File: config.mk
export PLATFORM = sky130hd
export DESIGN_NAME = strassen_matrix_multiply
export DESIGN_NICKNAME = d
export VERILOG_FILES = /design/src/hw/rtl/smm_pkg.sv /design/src/hw/rtl/strassen_matrix_multiply.sv /design/src/hw/rtl/smm_cell.sv
export SDC_FILE = /design/constraint.sdc
export NUM_CORES = 2
export LEC_CHECK = 0
export ABC_AREA = 1
export BUFFER_PORTS_ARGS = -buffer_cell sky130_fd_sc_hd__buf_2
export CELL_PAD_IN_SITES_DETAIL_PLACEMENT = 0
export CELL_PAD_IN_SITES_GLOBAL_PLACEMENT = 2
export CORE_ASPECT_RATIO = 0.8
export CORE_MARGIN = 1
export CORE_UTILIZATION = 41
export DETAILED_ROUTE_END_ITERATION = 7
export PLACE_DENSITY_LB_ADDON = 0.08
export SETUP_SLACK_MARGIN = 0.4
export SLEW_MARGIN = 25
export SYNTH_ARGS = -nofsm -noshare
export SYNTH_HDL_FRONTEND = slang
export SYNTH_SLANG_ARGS = --single-unit
File: constraint.sdc
create_clock -name clk -period 7 [get_ports clk]
set_input_delay 0.35 -clock clk [delete_from_list [all_inputs] [get_ports clk]]
set_output_delay 0.35 -clock clk [all_outputs]
set_load 0.03 [all_outputs]
File: src/hw/rtl/smm_pkg.sv
// Shared types and constants of the matrix multiplier.
package smm_pkg;

	localparam int Size = 4;
	localparam int ElemW = 16;
	localparam int CWidth = 36;
	localparam int OutIdxW = 3;
	localparam int Cells = Size * Size;
	localparam int IdxW = $clog2(Size);
	localparam int CntW = $clog2(Cells);
	localparam int DrainCycles = Size + 2;
	localparam int DrnW = $clog2(DrainCycles + 1);

	typedef struct packed {
		logic signed [15:0] a_element;
		logic signed [15:0] b_element;
	} in_item_t;

	typedef struct packed {
		logic signed [CWidth-1:0] c_element;
		logic [OutIdxW-1:0] row_index;
		logic [OutIdxW-1:0] col_index;
		logic last_flag;
	} out_item_t;

	// one A element travelling along the cell chain
	typedef struct packed {
		logic valid;
		logic first;
		logic signed [ElemW-1:0] a;
		logic [IdxW-1:0] t;
	} feed_t;

	// B element write into one cell's column store
	typedef struct packed {
		logic en;
		logic [IdxW-1:0] row;
		logic signed [ElemW-1:0] data;
	} bwr_t;

endpackage

File: src/hw/rtl/strassen_matrix_multiply.sv
// Loading takes one pair per cycle while the block is in its load state; no new pair is
// taken until the last element of C has been accepted. Each row of C is then fed in, one A
// element at a time, drains through the cell chain and is emitted column by column, each
// element held until the sink takes it.
// The chain length and the multiply/accumulate registers in each cell set the drain time.
// Reset (arst_n low, asynchronous) empties the block: load count zero, no result pending.
module strassen_matrix_multiply (
	input  logic clk,
	input  logic arst_n,
	input  logic in_valid,
	output logic in_ready,
	input  smm_pkg::in_item_t in_item,
	output logic out_valid,
	input  logic out_ready,
	output smm_pkg::out_item_t out_item
);

	// sequencer states
	typedef enum logic [3:0] {
		S_LOAD  = 4'b0001,
		S_FEED  = 4'b0010,
		S_DRAIN = 4'b0100,
		S_EMIT  = 4'b1000
	} state_t;

	state_t state_q;

	// A is held row-major here and read one element per feed cycle;
	// B is spread by column over the cells.
	logic signed [smm_pkg::ElemW-1:0] a_store_q [smm_pkg::Cells];

	logic [smm_pkg::CntW-1:0] ld_cnt_q;
	logic [smm_pkg::IdxW-1:0] ld_row_q;
	logic [smm_pkg::IdxW-1:0] ld_col_q;
	logic [smm_pkg::IdxW-1:0] row_q;
	logic [smm_pkg::IdxW-1:0] t_q;
	logic [smm_pkg::IdxW-1:0] col_q;
	logic [smm_pkg::DrnW-1:0] drn_q;
	logic out_valid_q;
	smm_pkg::out_item_t out_q;

	// registered read of A, a register stage in front of the chain head
	logic feed_v_s1;
	logic feed_first_s1;
	logic [smm_pkg::IdxW-1:0] feed_t_s1;
	logic signed [smm_pkg::ElemW-1:0] a_rd_s1;

	logic in_acc;
	logic out_acc;
	logic ld_last;
	logic [smm_pkg::CntW-1:0] rd_addr;
	logic [smm_pkg::IdxW-1:0] sel_col;
	smm_pkg::out_item_t nxt_out;
	smm_pkg::feed_t feed0;
	smm_pkg::feed_t chain [smm_pkg::Size];
	smm_pkg::bwr_t bwr [smm_pkg::Size];
	logic signed [smm_pkg::CWidth-1:0] acc [smm_pkg::Size];

	assign in_ready = (state_q == S_LOAD);
	assign in_acc = in_valid && in_ready;
	assign out_acc = out_valid_q && out_ready;
	assign ld_last = (ld_row_q == smm_pkg::IdxW'(smm_pkg::Size - 1))
		&& (ld_col_q == smm_pkg::IdxW'(smm_pkg::Size - 1));

	// element A[row][t] into the head of the chain
	assign rd_addr = smm_pkg::CntW'(row_q * smm_pkg::Size) + smm_pkg::CntW'(t_q);
	assign feed0 = '{valid: feed_v_s1, first: feed_first_s1, a: a_rd_s1, t: feed_t_s1};

	genvar c;
	generate
		for (c = 0; c < smm_pkg::Size; c++) begin : g_cell
			assign bwr[c] = '{en: in_acc && (ld_col_q == smm_pkg::IdxW'(c)),
				row: ld_row_q, data: in_item.b_element[smm_pkg::ElemW-1:0]};
			if (c == 0) begin : g_head
				smm_cell u_cell (
					.clk(clk), .arst_n(arst_n), .feed_in(feed0), .feed_out(chain[c]),
					.bwr(bwr[c]), .acc(acc[c])
				);
			end else begin : g_body
				smm_cell u_cell (
					.clk(clk), .arst_n(arst_n), .feed_in(chain[c-1]), .feed_out(chain[c]),
					.bwr(bwr[c]), .acc(acc[c])
				);
			end
		end
	endgenerate

	// next result: column 0 when a row finishes draining, else the following column
	assign sel_col = (state_q == S_DRAIN) ? '0 : col_q + 1'b1;
	assign nxt_out = '{c_element: acc[sel_col],
		row_index: smm_pkg::OutIdxW'(row_q),
		col_index: smm_pkg::OutIdxW'(sel_col),
		last_flag: (row_q == smm_pkg::IdxW'(smm_pkg::Size - 1))
			&& (sel_col == smm_pkg::IdxW'(smm_pkg::Size - 1))};

	always_ff @(posedge clk) begin
		if (in_acc) begin
			a_store_q[ld_cnt_q] <= in_item.a_element[smm_pkg::ElemW-1:0];
		end
		a_rd_s1 <= a_store_q[rd_addr];
		if ((state_q == S_DRAIN && drn_q == smm_pkg::DrnW'(smm_pkg::DrainCycles - 1))
			|| (out_acc && col_q != smm_pkg::IdxW'(smm_pkg::Size - 1))) begin
			out_q <= nxt_out;
		end
	end

	always_ff @(posedge clk or negedge arst_n) begin
		if (!arst_n) begin
			state_q <= S_LOAD;
			ld_cnt_q <= '0;
			ld_row_q <= '0;
			ld_col_q <= '0;
			row_q <= '0;
			t_q <= '0;
			col_q <= '0;
			drn_q <= '0;
			out_valid_q <= 1'b0;
			feed_v_s1 <= 1'b0;
			feed_first_s1 <= 1'b0;
			feed_t_s1 <= '0;
		end else begin
			feed_v_s1 <= (state_q == S_FEED);
			feed_first_s1 <= (t_q == '0);
			feed_t_s1 <= t_q;
			case (state_q)
				S_LOAD: begin
					if (in_acc) begin
						if (ld_last) begin
							ld_cnt_q <= '0;
							ld_row_q <= '0;
							ld_col_q <= '0;
							row_q <= '0;
							t_q <= '0;
							state_q <= S_FEED;
						end else begin
							ld_cnt_q <= ld_cnt_q + 1'b1;
							if (ld_col_q == smm_pkg::IdxW'(smm_pkg::Size - 1)) begin
								ld_col_q <= '0;
								ld_row_q <= ld_row_q + 1'b1;
							end else begin
								ld_col_q <= ld_col_q + 1'b1;
							end
						end
					end
				end
				S_FEED: begin
					if (t_q == smm_pkg::IdxW'(smm_pkg::Size - 1)) begin
						t_q <= '0;
						drn_q <= '0;
						state_q <= S_DRAIN;
					end else begin
						t_q <= t_q + 1'b1;
					end
				end
				S_DRAIN: begin
					// wait for the tail cell to finish its sum
					if (drn_q == smm_pkg::DrnW'(smm_pkg::DrainCycles - 1)) begin
						col_q <= '0;
						out_valid_q <= 1'b1;
						state_q <= S_EMIT;
					end else begin
						drn_q <= drn_q + 1'b1;
					end
				end
				S_EMIT: begin
					if (out_acc) begin
						if (col_q == smm_pkg::IdxW'(smm_pkg::Size - 1)) begin
							out_valid_q <= 1'b0;
							if (row_q == smm_pkg::IdxW'(smm_pkg::Size - 1)) begin
								state_q <= S_LOAD;
							end else begin
								row_q <= row_q + 1'b1;
								state_q <= S_FEED;
							end
						end else begin
							col_q <= col_q + 1'b1;
						end
					end
				end
				default: begin
					state_q <= S_LOAD;
					out_valid_q <= 1'b0;
				end
			endcase
		end
	end

	assign out_valid = out_valid_q;
	assign out_item = out_q;

endmodule

File: src/hw/rtl/smm_cell.sv
// One multiply-accumulate cell: holds one column of B, passes A on to the next cell.
module smm_cell (
	input  logic clk,
	input  logic arst_n,
	input  smm_pkg::feed_t feed_in,
	output smm_pkg::feed_t feed_out,
	input  smm_pkg::bwr_t bwr,
	output logic signed [smm_pkg::CWidth-1:0] acc
);

	logic signed [smm_pkg::ElemW-1:0] bcol_q [smm_pkg::Size];
	logic fv_q;
	logic ffirst_q;
	logic signed [smm_pkg::ElemW-1:0] fa_q;
	logic [smm_pkg::IdxW-1:0] ft_q;
	logic v_s1;
	logic first_s1;
	logic signed [2*smm_pkg::ElemW-1:0] prod_s1;
	logic signed [smm_pkg::CWidth-1:0] acc_q;

	always_ff @(posedge clk) begin
		if (bwr.en) begin
			bcol_q[bwr.row] <= bwr.data;
		end
	end

	always_ff @(posedge clk or negedge arst_n) begin
		if (!arst_n) begin
			fv_q <= 1'b0;
			v_s1 <= 1'b0;
		end else begin
			fv_q <= feed_in.valid;
			v_s1 <= fv_q;
		end
	end

	always_ff @(posedge clk) begin
		ffirst_q <= feed_in.first;
		fa_q <= feed_in.a;
		ft_q <= feed_in.t;
		first_s1 <= ffirst_q;
		prod_s1 <= fa_q * bcol_q[ft_q];
		if (v_s1) begin
			acc_q <= first_s1 ? smm_pkg::CWidth'(prod_s1)
				: acc_q + smm_pkg::CWidth'(prod_s1);
		end
	end

	assign feed_out = '{valid: fv_q, first: ffirst_q, a: fa_q, t: ft_q};
	assign acc = acc_q;

endmodule

Word-level counts from Yosys, hierarchy flattened
Memories as Yosys holds them, arrays and structs flattened. A register that Yosys moved wholly into a read port is not among the register bits.
Cells that the tools add are included.
{"block": "op_classes", "add_sub_neg": 12, "n_mul": 4, "n_lt_le_gt_ge": 1, "n_eq_ne": 23, "n_mux": 50, "bitwise_logic": 2, "reduce_logical": 27}
{"op": "$mux W36", "n": 6}
{"op": "$add A36 B32 Y36", "n": 4}
{"op": "$mul A16 B16 Y32", "n": 4}
{"op": "$bmux W36 S2", "n": 1}
{"op": "$mux W2", "n": 15}
{"op": "$mux W4", "n": 7}
{"op": "$pmux W4 S4", "n": 1}
{"op": "$eq A2 B2 Y1 const B", "n": 7}
{"op": "$mux W1", "n": 13}
{"op": "$ne A2 B2 Y1 const B", "n": 6}
{"op": "$pmux W2 S2", "n": 3}
{"op": "$reduce_and A6 Y1", "n": 2}
{"op": "$add A2 B1 Y2 const B", "n": 5}
{"op": "$logic_and A1 B1 Y1", "n": 10}
{"op": "$reduce_bool A2 Y1", "n": 5}
{"op": "$reduce_and A3 Y1", "n": 3}
{"op": "$ne A2 B1 Y1 const B", "n": 4}
{"op": "$reduce_and A4 Y1", "n": 2}
{"op": "$mux W3", "n": 2}
{"op": "$pmux W3 S2", "n": 1}
{"op": "$add A4 B1 Y4 const B", "n": 1}
{"op": "$add A4 B2 Y4", "n": 1}
{"op": "$eq A4 B1 Y1 const B", "n": 1}
{"op": "$eq A4 B2 Y1 const B", "n": 1}
{"op": "other kinds (13)", "n": 14}
{"block": "word_totals", "ff_bits": 419, "ram_bits": 512, "in_bits": 36, "elab_cells": 165, "mem_count": 5}
{"name": "a_store_q", "depth": 16, "width": 16, "read_ports": 1, "rd_clocked_by_memory_dff": 1, "write_ports": 1, "line_no": "strassen_matrix_multiply.sv:30", "source": "logic signed [smm_pkg::ElemW-1:0] a_store_q [smm_pkg::Cells];"}
{"name": "g_cell[0].g_head.u_cell.bcol_q", "depth": 4, "width": 16, "read_ports": 1, "rd_clocked_by_memory_dff": 1, "write_ports": 1, "line_no": "smm_cell.sv:11", "source": "logic signed [smm_pkg::ElemW-1:0] bcol_q [smm_pkg::Size];"}
{"name": "g_cell[1].g_body.u_cell.bcol_q", "depth": 4, "width": 16, "read_ports": 1, "rd_clocked_by_memory_dff": 1, "write_ports": 1, "line_no": "smm_cell.sv:11"}
{"name": "g_cell[2].g_body.u_cell.bcol_q", "depth": 4, "width": 16, "read_ports": 1, "rd_clocked_by_memory_dff": 1, "write_ports": 1, "line_no": "smm_cell.sv:11"}
{"name": "g_cell[3].g_body.u_cell.bcol_q", "depth": 4, "width": 16, "read_ports": 1, "rd_clocked_by_memory_dff": 1, "write_ports": 1, "line_no": "smm_cell.sv:11"}

Logic depth before layout (Yosys ltp)
{"block": "logic_depth", "depth_word": 6, "mapped_depth": 32, "mapped_depth_nobuf": 29}

Cells and area by module
From an unflattened synthesis, not the netlist that was laid out.
{"block": "unflattened", "cells_unflattened": 10340, "hier_area_um2": 86752.0}
{"mod": "smm_cell at g_cell[0].g_head.u_cell", "n_inst": 1, "cells_per_inst": 2192, "area_per_inst_um2": 17910.9, "seq_area_each_um2": 4093.9}
{"mod": "smm_cell at g_cell[2].g_body.u_cell", "n_inst": 1, "cells_per_inst": 2176, "area_per_inst_um2": 17905.9, "seq_area_each_um2": 4093.9}
{"mod": "smm_cell at g_cell[1].g_body.u_cell", "n_inst": 1, "cells_per_inst": 2171, "area_per_inst_um2": 17810.8, "seq_area_each_um2": 4093.9}
{"mod": "smm_cell at g_cell[3].g_body.u_cell", "n_inst": 1, "cells_per_inst": 2171, "area_per_inst_um2": 17760.8, "seq_area_each_um2": 4093.9}
{"mod": "strassen_matrix_multiply", "n_inst": 1, "cells_per_inst": 1630, "area_per_inst_um2": 15363.5, "seq_area_each_um2": 9890.7}

Least setup slack after synthesis
Ideal clock, no wire load.
{"block": "synth_path", "path_kind": "register -> register", "from": "reg, netlist name g_cell[1].g_body.u_cell.ft_q[0]", "to": "reg g_cell[1].g_body.u_cell.prod_s1[31] in the netlist's numbering", "setup_ns": 0.113, "t_arrival_ns": 5.945, "path_slack_ns": 0.941, "path_stages_with_launch": 25, "n_path_buf": 2, "synth_period_minus_slack_ns": 6.059, "cell_sequence": "dfxtp_1 clkbuf_1 inv_1 clkbuf_1 nand2_1 nand3_1 nand2_1 nor2_1 fa_1 fa_1 inv_1 fa_1 fa_1 fa_1 fa_1 inv_1 ha_1 inv_1 nor3_1 nand2_1 or2_2 nand3_1 inv_1 nand3_1 nand2_1"}
{"item": "end signal: assignment", "line_no": "smm_cell.sv:42", "source": "prod_s1 <= fa_q * bcol_q[ft_q];"}
{"item": "end: declaration", "line_no": "smm_cell.sv:18", "source": "logic signed [2*smm_pkg::ElemW-1:0] prod_s1;"}

==> flow_summary.ini <==
[cells_and_area]
nNetsFinal = 11500
layout-area-overhead-vs-synth_pct = 11.7
fillerInstances = 20100
layout.cells.most_common = nand2_1
final_util = 0.461
mostFrequentLayoutCells = 2193 x nand2_1, 1752 x inv_1, 1140 x nor2_1, 1039 x fa_1, 697 x edfxtp_1
final_instance_area_mm2 = 0.0936
ratio_of_cells_with_drive_above_1_in_the_final_layout = 0.0793

[routing]
post_drt_via_cell_ratio = 5.18
post-route-drc-count = 0
ant_nets = 0
drt-pass1-iter-count = 8
drt-wirelength-per-cell_um = 23.0
totalWireLength_um = 293000
routed-via-count = 65900
first_iter_violations = 5560

[placement]
place_hpwl_um = 236000
place_congestion = 0.961
placement.setup.worst_slack_ns = -0.00833
post_dp_cell_area_mm2 = 0.0884
io_buffer_count = 78

[die]
die-width_um = 508
core.rowCount = 148
floorplan_core_area_mm2 = 0.203
design.portCount = 81
floorplan.die_area_mm2 = 0.206
initial_core_utilization = 0.412
die_y_um = 406

[clocking]
clock_tree_from_tritoncts = built
clk_path_buf_depth = 3
clkTransAtPathRegs_ns = 0.07
tritoncts_num_sinks = 949
cts.root.buffer_cell = clkbuf_16
htreeDepth = 3
clkLatencyLatePin_ns = 0.83
numCtsBuffers = 105

[setup_path]
crit_path_end_kind = flip-flop
timing.rr.end = g_cell[2].g_body.u_cell.prod_s1[24]$_DFF_P_
critical-path-top-cell-by-count = fa_1
slowest_stage_delay_cp_ns = 0.57
cp.arrival_ns = 7.15
r2r_start = g_cell[2].g_body.u_cell.ft_q[0]$_DFF_P_
timing.critical_path.max_delay_family = adder cells
r2r_slack_ns = 0.48
master_of_the_slowest_instance_on_the_critical_path = fa_1
worst-path-max-fanout = 16
timing.setup.critical_path_class = flip-flop to flip-flop
crit_path_start_kind = flip-flop
critical_path_required_ns = 7.63
cp_num_buf_inv = 8
worst-r2r-cell-count = 25

[timing]
max_clk_rate_ghz = 0.153
fin_tns_setup_ns = 0
hold_viol_final = 0
final_number_of_setup_violating_endpoints = 0
maxSlewViolCount = 0
maximum_clock_skew_at_final_layout_ns = 0.102
worst_slack_ns = 0.480
maxSlewHeadroom = 0.374
layout_worst_path_cycle_share = 0.931
worst_slew_pin_slew_ns = 0.933
unrepaired_setup_endpoints_after_global_routing = true
min_period_ns = 6.52

[synthesis]
yosys-top-cells-area = fa_1 25%, edfxtp_1 25%, nand2_1 10%
synth_largest_type_area_fraction = 0.251
synth_compound_area_frac = 0.0587
post_synth.cell_area_avg_um2 = 8.67
synth_top_area_cell = fa_1
yosys-mux-area-fraction = 0.000119
yosys.area_share.xor_xnor = 0.0158
post_synth_instance_area_mm2 = 0.0839
yosys.area_share.simple = 0.196
yosys.area_share.adder = 0.324
synth-async-reset-ratio = 0.0327
synthFlopType = edfxtp_1
yosys_register_bits = 949
postSynthCellCount = 9676
main_combinational_cell_family_by_area_after_synthesis = adder cells
register_area_share_after_synthesis = 0.312
synth_cell_type_count = 46
ys_warn_count = 0
synth_edf_count = 697

[global_route]
grt_start_max_net_pins = 85
gr-usage-all-layers = 0.286
antenna_found_initial = 13
via_count_of_the_first_global_routing_pass = 65800
grt-ovfl-total = 0
wire_length_of_the_first_global_routing_pass_um = 435000

[hold_path]
hold-path-endpoint = g_cell[1].g_body.u_cell.bcol_q[1][12]$_DFFE_PP_
holdCritStartpoint = in_item[12]
min_path_cells = 1
hold_path.class = input port to flip-flop

[job]
maxCapViolations = 0

[run_status]
outcome = completed
[worst max-delay path by stage]
stage | start | endpoint | depth (start not counted)
5_1_grt | g_cell[2].g_body.u_cell.ft_q[0]$_DFF_P_ | g_cell[2].g_body.u_cell.prod_s1[24]$_DFF_P_ | 24
3_5_place_dp | g_cell[1].g_body.u_cell.ft_q[1]$_DFF_P_ | g_cell[1].g_body.u_cell.prod_s1[29]$_DFF_P_ | 22
2_1_floorplan | g_cell[1].g_body.u_cell.ft_q[0]$_DFF_P_ | g_cell[1].g_body.u_cell.prod_s1[31]$_DFF_P_ | 24
3_3_place_gp | g_cell[1].g_body.u_cell.ft_q[1]$_DFF_P_ | g_cell[1].g_body.u_cell.prod_s1[29]$_DFF_P_ | 22
6_report | g_cell[2].g_body.u_cell.ft_q[0]$_DFF_P_ | g_cell[2].g_body.u_cell.prod_s1[24]$_DFF_P_ | 25
4_1_cts | g_cell[1].g_body.u_cell.ft_q[0]$_DFF_P_ | g_cell[1].g_body.u_cell.prod_s1[29]$_DFF_P_ | 23
[sequential cells by signal, indices dropped and copies added (netlist names), 2 cells and up, named ones only]
register / cells
row_q: 2
state_q: 4
g_cell.g_body.u_cell.prod_s1: 96
feed_t_s1: 2
a_rd_s1: 16
g_cell.g_body.u_cell.ft_q: 4
g_cell.g_head.u_cell.ft_q: 2
g_cell.g_head.u_cell.acc: 36
g_cell.g_body.u_cell.bcol_q: 192
ld_col_q: 2
ld_row_q: 2
g_cell.g_head.u_cell.fa_q: 16
g_cell.g_head.u_cell.prod_s1: 32
g_cell.g_body.u_cell.acc: 108
g_cell.g_head.u_cell.bcol_q: 64
drn_q: 3
a_store_q: 256
col_q: 2
g_cell.g_body.u_cell.ffirst_q: 3
g_cell.g_body.u_cell.fa_q: 48
t_q: 2
out_item: 41
g_cell.g_body.u_cell.fv_q: 3
ld_cnt_q: 4
[stage by stage]
| step | std cells | hold slack [ns] |
|---|---|---|
| finish | 12700 | 0.0569 |
| detailed placement | 12400 | 0.312 |
| global route | 12700 | 0.0302 |
| floorplan | 9677 | 0.0544 |
| CTS | 12700 | 0.000774 |
| global placement | 12400 | 0.310 |
[area by class of cell]
cell class / count / area, um^2 / share of cell area
tap: 2700 / 3380 / 0.0361
inverter: 1830 / 6990 / 0.0746
clock inverter: 79 / 862 / 0.00921
timing repair buffer: 375 / 2910 / 0.0311
multi-input combinational: 6648 / 50500 / 0.539
sequential: 949 / 26100 / 0.279
timing repair inverter: 9 / 60.1 / 0.000641
antenna: 7 / 17.5 / 0.000187
clock buffer: 121 / 2770 / 0.0296
[repair_timing]
| action | CTS | global route |
|---|---|---|
| buffers inserted | 3 | 46 |
| setup endpoints to repair | 28 | 70 |
| hold buffers | 20 | 0 |
| gates cloned | 0 | 12 |
| pin swaps | 2 | 24 |
| gates resized for setup | 32 | 218 |
| endpoints found under the hold margin | 292 | 0 |
[per-layer routing]
layer  up-vias  routed length [um]  GRT usage  part of all wire
met5         -                  28          0          0.000096
met2      2025              121000      0.415              0.41
met4         4                5640     0.0557             0.019
met3       220               22900     0.0594             0.078
li1      30700                   -          -                 -
met1     32900              143000      0.436              0.49
[synthesized netlist by cell type, types with 75 or more instances]
cell,instances
nand2_1,2230
inv_1,1788
nor2_1,1175
fa_1,1052
edfxtp_1,697
ha_1,486
nand3_1,457
o21ai_0,352
a21oi_1,277
dfxtp_1,221
clkbuf_1,151
xor2_1,86
nand4_1,75
[logic make-up after synthesis]
group | count (synthesis)
adders and majority gates | 1538
other | 1
DFF | 949
and+or+nand+nor | 4084
muxes | 1
AOI/OAI and AO/OA | 872
buffers and inverters | 2080
xor gates and xnor gates | 151
Power is not shown: default switching activity piles up to over one toggle a cycle in this logic, so the estimate is an artifact.
